[config.mk]
export PLATFORM = sky130hd
export DESIGN_NAME = segment_box_intersection_test_unit
export DESIGN_NICKNAME = d
export VERILOG_FILES = /design/src/sv/sbit_pkg.sv /design/src/sv/segment_box_intersection_test_unit.sv
export SDC_FILE = /design/constraint.sdc
export NUM_CORES = 2
export LEC_CHECK = 0
export BUFFER_PORTS_ARGS = -buffer_cell sky130_fd_sc_hd__buf_2
export CAP_MARGIN = 20
export CORE_UTILIZATION = 59
export CTS_CLUSTER_DIAMETER = 50
export CTS_CLUSTER_SIZE = 25
export DETAILED_ROUTE_END_ITERATION = 10
export PLACE_DENSITY = 0.76
export RECOVER_POWER = 25
export SYNTH_ARGS = -nofsm -noshare
export SYNTH_HDL_FRONTEND = slang
export SYNTH_SLANG_ARGS = --single-unit
[constraint.sdc]
create_clock -name i_clk -period 15.2 [get_ports i_clk]
set_clock_uncertainty 0.05 [all_clocks]
set_input_delay 0.76 -clock i_clk [delete_from_list [all_inputs] [get_ports i_clk]]
set_output_delay 0.76 -clock i_clk [all_outputs]
set_load 0.02 [all_outputs]
[src/sv/sbit_pkg.sv]
// shared types and constants of the segment versus box table intersection unit
package sbit_pkg;

    localparam int MAX_BOXES  = 16;
    localparam int COORD_BITS = 20;
    localparam int HALF_BITS  = COORD_BITS - 1;
    localparam int IDX_W      = $clog2(MAX_BOXES);
    localparam int CNT_W      = $clog2(MAX_BOXES + 1);
    // slab distances and deltas need two bits above a coordinate
    localparam int NUM_W      = COORD_BITS + 2;
    localparam int PROD_W     = 2 * NUM_W;

    localparam int IN_DATA_W  = 168;
    localparam int OUT_DATA_W = 8;

    typedef logic signed [COORD_BITS-1:0] t_coord;
    typedef logic        [HALF_BITS-1:0]  t_half;
    typedef logic signed [NUM_W-1:0]      t_num;
    typedef logic        [NUM_W-1:0]      t_den;
    typedef logic        [PROD_W-1:0]     t_prod;

    typedef struct packed {
        t_half  half_y;
        t_half  half_x;
        t_coord center_y;
        t_coord center_x;
    } t_box;

    typedef enum logic {
        CMD_WRITE = 1'b0,
        CMD_QUERY = 1'b1
    } t_cmd;

    typedef enum logic [2:0] {
        S_IDLE,
        S_SCAN,
        S_FETCH,
        S_SLAB,
        S_MUL1,
        S_MUL2,
        S_CMP,
        S_DONE
    } t_state;

    typedef enum logic [1:0] {
        OP_LO,
        OP_HI,
        OP_FIN
    } t_op;

endpackage

[src/sv/segment_box_intersection_test_unit.sv]
// segment versus box table intersection test, top level
// A table of 16 axis-aligned boxes sits in one synchronous memory with a
// registered read, with valid bits in flip-flops cleared at reset. A write
// transaction (tuser = 0) fills or clears one slot and gives no result. A
// query transaction (tuser = 1) walks the slots, passing over empty ones one
// per cycle, reads each valid box, and runs the Liang-Barsky slab test with
// exact fraction compares on one shared 22x22 multiplier: each compare forms
// two products in turn and then compares them, and a valid box takes a scan
// step, a fetch step, up to four slab steps and up to five compares. A query
// stops at the first hit and returns one result transaction with hit in bit 0.
// Touching a box counts as a hit; a zero-length segment is tested as a point.
// New transactions are taken only while no query is in flight; the output
// register lets a write be taken while a result waits.
module segment_box_intersection_test_unit (
    input  logic                             i_clk,
    input  logic                             i_rst_n,
    input  logic                             s_tvalid,
    output logic                             s_tready,
    // entry_index, entry_valid, in_center_x, in_center_y, in_half_x,
    // in_half_y, start_x, start_y, end_x, end_y
    input  logic [sbit_pkg::IN_DATA_W-1:0]   s_tdata,
    // cmd
    input  logic                             s_tuser,
    output logic                             m_tvalid,
    input  logic                             m_tready,
    // hit
    output logic [sbit_pkg::OUT_DATA_W-1:0]  m_tdata
);

    localparam int NW = sbit_pkg::NUM_W;
    localparam int IW = sbit_pkg::IDX_W;

    // input field unpacking
    logic [IW-1:0]         w_index;
    logic                  w_valid;
    sbit_pkg::t_box        w_box;
    sbit_pkg::t_coord      w_sx, w_sy, w_ex, w_ey;

    assign w_index          = s_tdata[IW-1:0];
    assign w_valid          = s_tdata[4];
    assign w_box.center_x   = s_tdata[24:5];
    assign w_box.center_y   = s_tdata[44:25];
    assign w_box.half_x     = s_tdata[63:45];
    assign w_box.half_y     = s_tdata[82:64];
    assign w_sx             = s_tdata[102:83];
    assign w_sy             = s_tdata[122:103];
    assign w_ex             = s_tdata[142:123];
    assign w_ey             = s_tdata[162:143];

    logic w_acc;
    assign w_acc = s_tvalid && s_tready;

    // box memory and valid bits
    sbit_pkg::t_box                  mem [sbit_pkg::MAX_BOXES];
    sbit_pkg::t_box                  r_rd;
    logic [sbit_pkg::MAX_BOXES-1:0]  r_valid;

    sbit_pkg::t_state  r_state, n_state;
    logic [sbit_pkg::CNT_W-1:0] r_idx, n_idx;
    logic [1:0]        r_k, n_k;
    sbit_pkg::t_num    r_sx, r_sy, r_dx, r_dy, n_sx, n_sy, n_dx, n_dy;
    sbit_pkg::t_num    r_q [4];
    sbit_pkg::t_num    n_q [4];
    sbit_pkg::t_num    r_lo_n, r_hi_n, r_an, r_bn, n_lo_n, n_hi_n, n_an, n_bn;
    sbit_pkg::t_den    r_lo_d, r_hi_d, r_ad, r_bd, n_lo_d, n_hi_d, n_ad, n_bd;
    sbit_pkg::t_op     r_op, n_op;
    sbit_pkg::t_prod   r_pa, r_pb, n_pa, n_pb;
    logic              r_out_valid, r_hit;

    logic              w_at_end, w_box_ok;
    sbit_pkg::t_num    w_p, w_qk;
    logic [1:0]        w_rank_a, w_rank_b;
    logic              w_gt, w_lt;
    logic              w_out_free;
    sbit_pkg::t_den    w_ma, w_mb;
    sbit_pkg::t_prod   w_prod;
    sbit_pkg::t_num    w_cxl, w_cxh, w_cyl, w_cyh;

    assign w_at_end   = (r_idx == sbit_pkg::CNT_W'(sbit_pkg::MAX_BOXES));
    assign w_box_ok   = r_valid[r_idx[IW-1:0]];
    assign w_out_free = !r_out_valid || m_tready;

    // slab k: p is -dx, dx, -dy, dy
    always_comb begin
        case (r_k)
            2'd0:    w_p = -r_dx;
            2'd1:    w_p = r_dx;
            2'd2:    w_p = -r_dy;
            default: w_p = r_dy;
        endcase
        w_qk = r_q[r_k];
    end

    // box bounds from the memory read
    assign w_cxl = NW'(r_rd.center_x) - NW'({1'b0, r_rd.half_x});
    assign w_cxh = NW'(r_rd.center_x) + NW'({1'b0, r_rd.half_x});
    assign w_cyl = NW'(r_rd.center_y) - NW'({1'b0, r_rd.half_y});
    assign w_cyh = NW'(r_rd.center_y) + NW'({1'b0, r_rd.half_y});

    // shared multiplier: |an|*bd in S_MUL1, |bn|*ad in S_MUL2
    always_comb begin
        if (r_state == sbit_pkg::S_MUL1) begin
            w_ma = r_an[NW-1] ? sbit_pkg::t_den'(-r_an) : sbit_pkg::t_den'(r_an);
            w_mb = r_bd;
        end else begin
            w_ma = r_bn[NW-1] ? sbit_pkg::t_den'(-r_bn) : sbit_pkg::t_den'(r_bn);
            w_mb = r_ad;
        end
        w_prod = w_ma * w_mb;
    end

    // sign of an/ad - bn/bd; rank orders negative, zero, positive
    always_comb begin
        w_rank_a = r_an[NW-1] ? 2'd0 : ((r_an == '0) ? 2'd1 : 2'd2);
        w_rank_b = r_bn[NW-1] ? 2'd0 : ((r_bn == '0) ? 2'd1 : 2'd2);
        if (w_rank_a != w_rank_b) begin
            w_gt = w_rank_a > w_rank_b;
            w_lt = w_rank_a < w_rank_b;
        end else if (w_rank_a == 2'd1) begin
            w_gt = 1'b0;
            w_lt = 1'b0;
        end else if (w_rank_a == 2'd2) begin
            w_gt = r_pa > r_pb;
            w_lt = r_pa < r_pb;
        end else begin
            w_gt = r_pa < r_pb;
            w_lt = r_pa > r_pb;
        end
    end

    // next state
    always_comb begin
        n_state = r_state;
        case (r_state)
            sbit_pkg::S_IDLE: begin
                if (w_acc && s_tuser == sbit_pkg::CMD_QUERY) n_state = sbit_pkg::S_SCAN;
            end
            sbit_pkg::S_SCAN: begin
                if (w_at_end) n_state = sbit_pkg::S_DONE;
                else if (w_box_ok) n_state = sbit_pkg::S_FETCH;
            end
            sbit_pkg::S_FETCH: n_state = sbit_pkg::S_SLAB;
            sbit_pkg::S_SLAB: begin
                if (w_p == '0) begin
                    if (w_qk[NW-1]) n_state = sbit_pkg::S_SCAN;
                    else if (r_k == 2'd3) n_state = sbit_pkg::S_MUL1;
                end else begin
                    n_state = sbit_pkg::S_MUL1;
                end
            end
            sbit_pkg::S_MUL1: n_state = sbit_pkg::S_MUL2;
            sbit_pkg::S_MUL2: n_state = sbit_pkg::S_CMP;
            sbit_pkg::S_CMP: begin
                if (r_op == sbit_pkg::OP_FIN) begin
                    n_state = w_gt ? sbit_pkg::S_SCAN : sbit_pkg::S_DONE;
                end else begin
                    n_state = (r_k == 2'd3) ? sbit_pkg::S_MUL1 : sbit_pkg::S_SLAB;
                end
            end
            sbit_pkg::S_DONE: begin
                if (w_out_free) n_state = sbit_pkg::S_IDLE;
            end
            default: n_state = sbit_pkg::S_IDLE;
        endcase
    end

    // datapath next values
    always_comb begin
        n_idx  = r_idx;
        n_k    = r_k;
        n_sx   = r_sx;
        n_sy   = r_sy;
        n_dx   = r_dx;
        n_dy   = r_dy;
        n_q    = r_q;
        n_lo_n = r_lo_n;
        n_lo_d = r_lo_d;
        n_hi_n = r_hi_n;
        n_hi_d = r_hi_d;
        n_an   = r_an;
        n_ad   = r_ad;
        n_bn   = r_bn;
        n_bd   = r_bd;
        n_op   = r_op;
        n_pa   = r_pa;
        n_pb   = r_pb;
        case (r_state)
            sbit_pkg::S_IDLE: begin
                n_idx = '0;
                n_sx  = NW'(w_sx);
                n_sy  = NW'(w_sy);
                n_dx  = NW'(w_ex) - NW'(w_sx);
                n_dy  = NW'(w_ey) - NW'(w_sy);
            end
            sbit_pkg::S_SCAN: begin
                if (!w_at_end && !w_box_ok) n_idx = r_idx + 1'b1;
            end
            sbit_pkg::S_FETCH: begin
                n_q[0] = r_sx - w_cxl;
                n_q[1] = w_cxh - r_sx;
                n_q[2] = r_sy - w_cyl;
                n_q[3] = w_cyh - r_sy;
                n_k    = 2'd0;
                n_lo_n = '0;
                n_lo_d = NW'(1);
                n_hi_n = NW'(1);
                n_hi_d = NW'(1);
            end
            sbit_pkg::S_SLAB: begin
                if (w_p == '0) begin
                    if (w_qk[NW-1]) begin
                        n_idx = r_idx + 1'b1;
                    end else if (r_k == 2'd3) begin
                        n_an = r_lo_n;
                        n_ad = r_lo_d;
                        n_bn = r_hi_n;
                        n_bd = r_hi_d;
                        n_op = sbit_pkg::OP_FIN;
                    end else begin
                        n_k = r_k + 1'b1;
                    end
                end else if (w_p[NW-1]) begin
                    n_an = -w_qk;
                    n_ad = sbit_pkg::t_den'(-w_p);
                    n_bn = r_lo_n;
                    n_bd = r_lo_d;
                    n_op = sbit_pkg::OP_LO;
                end else begin
                    n_an = w_qk;
                    n_ad = sbit_pkg::t_den'(w_p);
                    n_bn = r_hi_n;
                    n_bd = r_hi_d;
                    n_op = sbit_pkg::OP_HI;
                end
            end
            sbit_pkg::S_MUL1: n_pa = w_prod;
            sbit_pkg::S_MUL2: n_pb = w_prod;
            sbit_pkg::S_CMP: begin
                if (r_op == sbit_pkg::OP_FIN) begin
                    if (w_gt) n_idx = r_idx + 1'b1;
                end else begin
                    if (r_op == sbit_pkg::OP_LO && w_gt) begin
                        n_lo_n = r_an;
                        n_lo_d = r_ad;
                    end
                    if (r_op == sbit_pkg::OP_HI && w_lt) begin
                        n_hi_n = r_an;
                        n_hi_d = r_ad;
                    end
                    if (r_k == 2'd3) begin
                        n_an = n_lo_n;
                        n_ad = n_lo_d;
                        n_bn = n_hi_n;
                        n_bd = n_hi_d;
                        n_op = sbit_pkg::OP_FIN;
                    end else begin
                        n_k = r_k + 1'b1;
                    end
                end
            end
            default: ;
        endcase
    end

    // box memory: write port from a write transaction, registered read
    always_ff @(posedge i_clk) begin
        if (w_acc && s_tuser == sbit_pkg::CMD_WRITE) mem[w_index] <= w_box;
        r_rd <= mem[r_idx[IW-1:0]];
    end

    always_ff @(posedge i_clk) begin
        if (!i_rst_n) begin
            r_state     <= sbit_pkg::S_IDLE;
            r_valid     <= '0;
            r_out_valid <= 1'b0;
            r_hit       <= 1'b0;
        end else begin
            r_state <= n_state;
            if (w_acc && s_tuser == sbit_pkg::CMD_WRITE) r_valid[w_index] <= w_valid;
            if (r_state == sbit_pkg::S_DONE && w_out_free) begin
                r_out_valid <= 1'b1;
                r_hit       <= !w_at_end;
            end else if (m_tvalid && m_tready) begin
                r_out_valid <= 1'b0;
            end
        end
    end

    always_ff @(posedge i_clk) begin
        r_idx  <= n_idx;
        r_k    <= n_k;
        r_sx   <= n_sx;
        r_sy   <= n_sy;
        r_dx   <= n_dx;
        r_dy   <= n_dy;
        r_q    <= n_q;
        r_lo_n <= n_lo_n;
        r_lo_d <= n_lo_d;
        r_hi_n <= n_hi_n;
        r_hi_d <= n_hi_d;
        r_an   <= n_an;
        r_ad   <= n_ad;
        r_bn   <= n_bn;
        r_bd   <= n_bd;
        r_op   <= n_op;
        r_pa   <= n_pa;
        r_pb   <= n_pb;
    end

    // handshake outputs
    assign s_tready = (r_state == sbit_pkg::S_IDLE);
    assign m_tvalid = r_out_valid;
    assign m_tdata  = {{(sbit_pkg::OUT_DATA_W-1){1'b0}}, r_hit};

`ifndef SYNTHESIS
    // a query transaction starts the table walk
    a_query_starts: assert property (@(posedge i_clk) disable iff (!i_rst_n)
        (w_acc && s_tuser == sbit_pkg::CMD_QUERY) |=> (r_state == sbit_pkg::S_SCAN))
        else $error("query did not start the walk");

    // denominators of both compared fractions stay positive
    a_den_pos: assert property (@(posedge i_clk) disable iff (!i_rst_n)
        (r_state == sbit_pkg::S_CMP) |-> (r_ad != '0 && r_bd != '0))
        else $error("zero denominator in fraction compare");

    // the walk never runs past the table
    a_idx_range: assert property (@(posedge i_clk) disable iff (!i_rst_n)
        (r_state == sbit_pkg::S_SCAN) |->
            (r_idx <= sbit_pkg::CNT_W'(sbit_pkg::MAX_BOXES)))
        else $error("walk index out of range");
`endif

endmodule
==> metrics.log <==
[metrics] outcome: finished, final reports clean
[metrics] Max-Cap Viols: 0
[metrics] total stage count of the critical path: 29
[metrics] clock transition time at the flip-flop clock pins of the worst setup and hold paths: about 0.09 ns
[metrics] wire length of the first global-routing pass: around 350,000 um
[metrics] pin count of the biggest net entering global routing: around 130
[metrics] async set-or-reset flop fraction in the synthesized netlist: 0
[metrics] number of flops mapped to enable cells by yosys: about 1.7k
[metrics] crit path DAT: approximately 12 ns
[metrics] Final Max Tran Viols: 0
[metrics] minimum setup slack after placement: roughly 4.3 ns
[metrics] cts hold-fix bufs: 0
[metrics] initial antenna violation count: 33
[metrics] unrepaired setup endpoints after global routing: no
[metrics] cell depth of the worst hold path: 1
[metrics] period utilisation layout: 0.7240
[metrics] CP required: approximately 16 ns
[metrics] number of setup violations in the final report: 0
[metrics] number of iterations in the first detailed-routing pass: 8
[metrics] WL per Instance: roughly 27 um
[metrics] core outline area: about 160,000 um^2
[metrics] logic depth of the worst register-to-register path: 29
[metrics] critical path capture point type: flip-flop
[metrics] vias after detailed routing: between 50k and 60k
[metrics] post-synthesis instance area: between 90,000 and 100,000 um^2
[metrics] total routing resource utilization after global routing: 0.2942
[metrics] Port Buffers: 170
[metrics] Sum Neg Setup Slack: 0 ns
[metrics] count of antenna-violating nets left after detailed routing: 0
[metrics] largest delay contributor family on the critical path: adder cells
[metrics] post-detailed-placement half-perimeter wirelength: approximately 150,000 um
[metrics] routed vias/inst: around 6.3
[metrics] placer's final routability congestion estimate: a little under 1
[metrics] Total Die Area: 161,700 um^2
[metrics] die width: 402.1 um
[metrics] Worst Tran Pin Value: 1.116 ns
[metrics] sequential-to-total area share from yosys stat: 0.5587
[metrics] FF+latch area: 52,760 um^2
[metrics] final hold violation count: 0
[metrics] path category of the worst min-delay check: input port to flip-flop
[metrics] Crit path buffers/inverters: 2
[metrics] post-CTS setup buffer count: 0
[metrics] average size of a mapped cell: between 10 and 15 um^2
[metrics] effective utilization at floorplan: 0.5956
[metrics] total grt overflow: 0
[metrics] CTS H-Tree Depth: 4
[metrics] Worst Setup Start Kind: flip-flop
[metrics] vias in the first global route: between 50k and 60k
[metrics] maximum count of clock buffers along a single path: 3
[metrics] iteration-0 DRC count of the detailed router: roughly 5.8k
[metrics] number of library cell types mapped by synthesis: 96
[metrics] Max Freq: between 0.09 and 0.1 GHz
[metrics] longest individual stage delay on the worst path: ~0.77 ns
[metrics] TritonCTS sink count: 1,790
[metrics] overall die height: just over 400 um
[metrics] Boundary Pins: between 150 and 200
[metrics] Core Rows: 146
[metrics] worst-skew pair later-pin latency: approximately 0.84 ns
[metrics] CP dominant cell by count: fa_1
[metrics] clock tree from TritonCTS: done
[metrics] final net count: between 7k and 8k
[metrics] total area of multi-input combinational cells: 37,810 um^2
[metrics] Setup CP Type: flip-flop to flip-flop
[metrics] Total Routed Length: 235,400 um
[metrics] Clock Root Buffer: clkbuf_16
[metrics] register bit total from synthesis: 1,790
[metrics] min Tclk post-route: between 10 and 15 ns
[metrics] post-CTS resize count: 0
[metrics] number of inserted filler cells in the final layout: approximately 11k
[metrics] share of layout cells above drive strength 1: 0.1405
[metrics] Post-synth top flop: edfxtp_1
[metrics] worst-path maximum fanout: 12
[metrics] warnings from Yosys: 0
[metrics] post-route setup slack: roughly 4.2 ns
[metrics] number of cells produced by synthesis: roughly 6.5k
[metrics] Area Growth Syn to Fin: 8.996%
[metrics] DRC violation count after routing: 0
[metrics] clock buffer count from CTS: roughly 140
[metrics] cell with the biggest individual delay on the critical path: o311ai_0
[metrics] worst max-slew margin expressed relative to the limit: 0.2545
==> stage by stage <==
stage / cell area [um^2] / instances / hold slack (ns) / utilization
floorplan: 94460 / 6501 / 0.3963 / -
global placement: 97770 / 8557 / 0.4067 / 0.6166
detailed placement: 97810 / 8562 / 0.4190 / 0.6168
CTS: 103000 / 8826 / 0.04561 / 0.6495
global route: 102900 / 8841 / 0.06724 / 0.6490
finish: 102900 / 8849 / 0.09721 / 0.6492
==> synth_stat cells (57+ instances only) <==
| cell type | instances | area (um^2) |
|---|---|---|
| edfxtp_1 | 1691 | 50780 |
| inv_1 | 793 | 2977 |
| nor2_1 | 532 | 1997 |
| fa_1 | 475 | 9509 |
| mux4_2 | 418 | 9414 |
| ha_1 | 345 | 4317 |
| nand2_1 | 342 | 1284 |
| a21oi_1 | 231 | 1156 |
| clkbuf_1 | 203 | 762.0 |
| xnor2_1 | 139 | 1217 |
| mux2i_1 | 133 | 1331 |
| o21ai_0 | 123 | 615.6 |
| dfxtp_1 | 99 | 1982 |
| xor2_1 | 79 | 691.9 |
| a21o_1 | 74 | 555.5 |
| nor3_1 | 60 | 300.3 |
| o22ai_1 | 60 | 375.4 |
| nand3_1 | 57 | 285.3 |
==> final cells by class <==
type                            count  share of cell area
Timing Repair Buffer              271             0.01506
Inverter                          795             0.02899
Multi-Input combinational cell   3635              0.3673
Antenna cell                       22           0.0005348
Sequential cell                  1790              0.5126
Tap cell                         2072             0.02519
Clock buffer                      155             0.03591
Clock inverter                    109             0.01446
==> metal layers <==
metal,GRT usage,share of wire,vias to the layer above,wire [um]
met5,0,0.00057,-,133
met4,0.1317,0.050,22,11850
met3,0.06172,0.092,607,21590
met2,0.4887,0.49,2734,115700
met1,0.3748,0.37,28310,86110
li1,-,-,23880,-
==> cells in the final DEF (no fill, tap or decap), types with 27 or more instances in the layout <==
cell type	synthesis	routed
a221o_1	27	27
nand2_1	342	340
mux4_2	418	418
fa_1	475	475
o21a_1	27	27
edfxtp_1	1691	1691
a21oi_1	231	229
mux2_2	27	27
xor2_1	79	79
nand2b_1	44	44
nand3_1	57	57
o21ai_0	123	123
a21o_1	74	74
o22ai_1	60	59
dfxtp_1	99	99
buf_2	27	63
nor2b_1	39	39
ha_1	345	345
inv_1	793	793
nor2_1	532	518
a211oi_1	30	30
mux2i_1	133	126
buf_4	15	95
clkbuf_16	0	145
xnor2_1	139	139
clkbuf_1	203	114
nor3_1	60	54
==> cell families (layout without fill, tap and decap cells) <==
group | count (synthesis) | after routing | synth area share
mux | 578 | 578 | 0.1170
fa+ha+maj | 820 | 820 | 0.1464
simple gates | 1245 | 1245 | 0.06023
other cells | 1 | 29 | 0.00003971
flops | 1790 | 1790 | 0.5587
compound gates | 767 | 767 | 0.05327
xor+xnor | 218 | 218 | 0.02022
buf+inv | 1076 | 1330 | 0.04416
==> registers in the layout, indices dropped and copies added (netlist names), 44 cells and up <==
signal	flops
mem	1248
r_q	88
r_rd	78
r_pa	44
r_pb	44
==> path summary, 6_finish.rpt <==
kind / end / slack, ns / from
max reg2reg: r_pa[42] / 4.20 / r_bn[2]
max: r_pa[42] / 4.20 / r_bn[2]
min reg2reg: r_valid[11] / 0.43 / r_valid[11]
min: r_sy[13] / 0.1 / s_tdata[116]
Power is left out: the tool's default activity adds up to more than one toggle a clock period on the data nets, which glitch-free logic cannot reach.
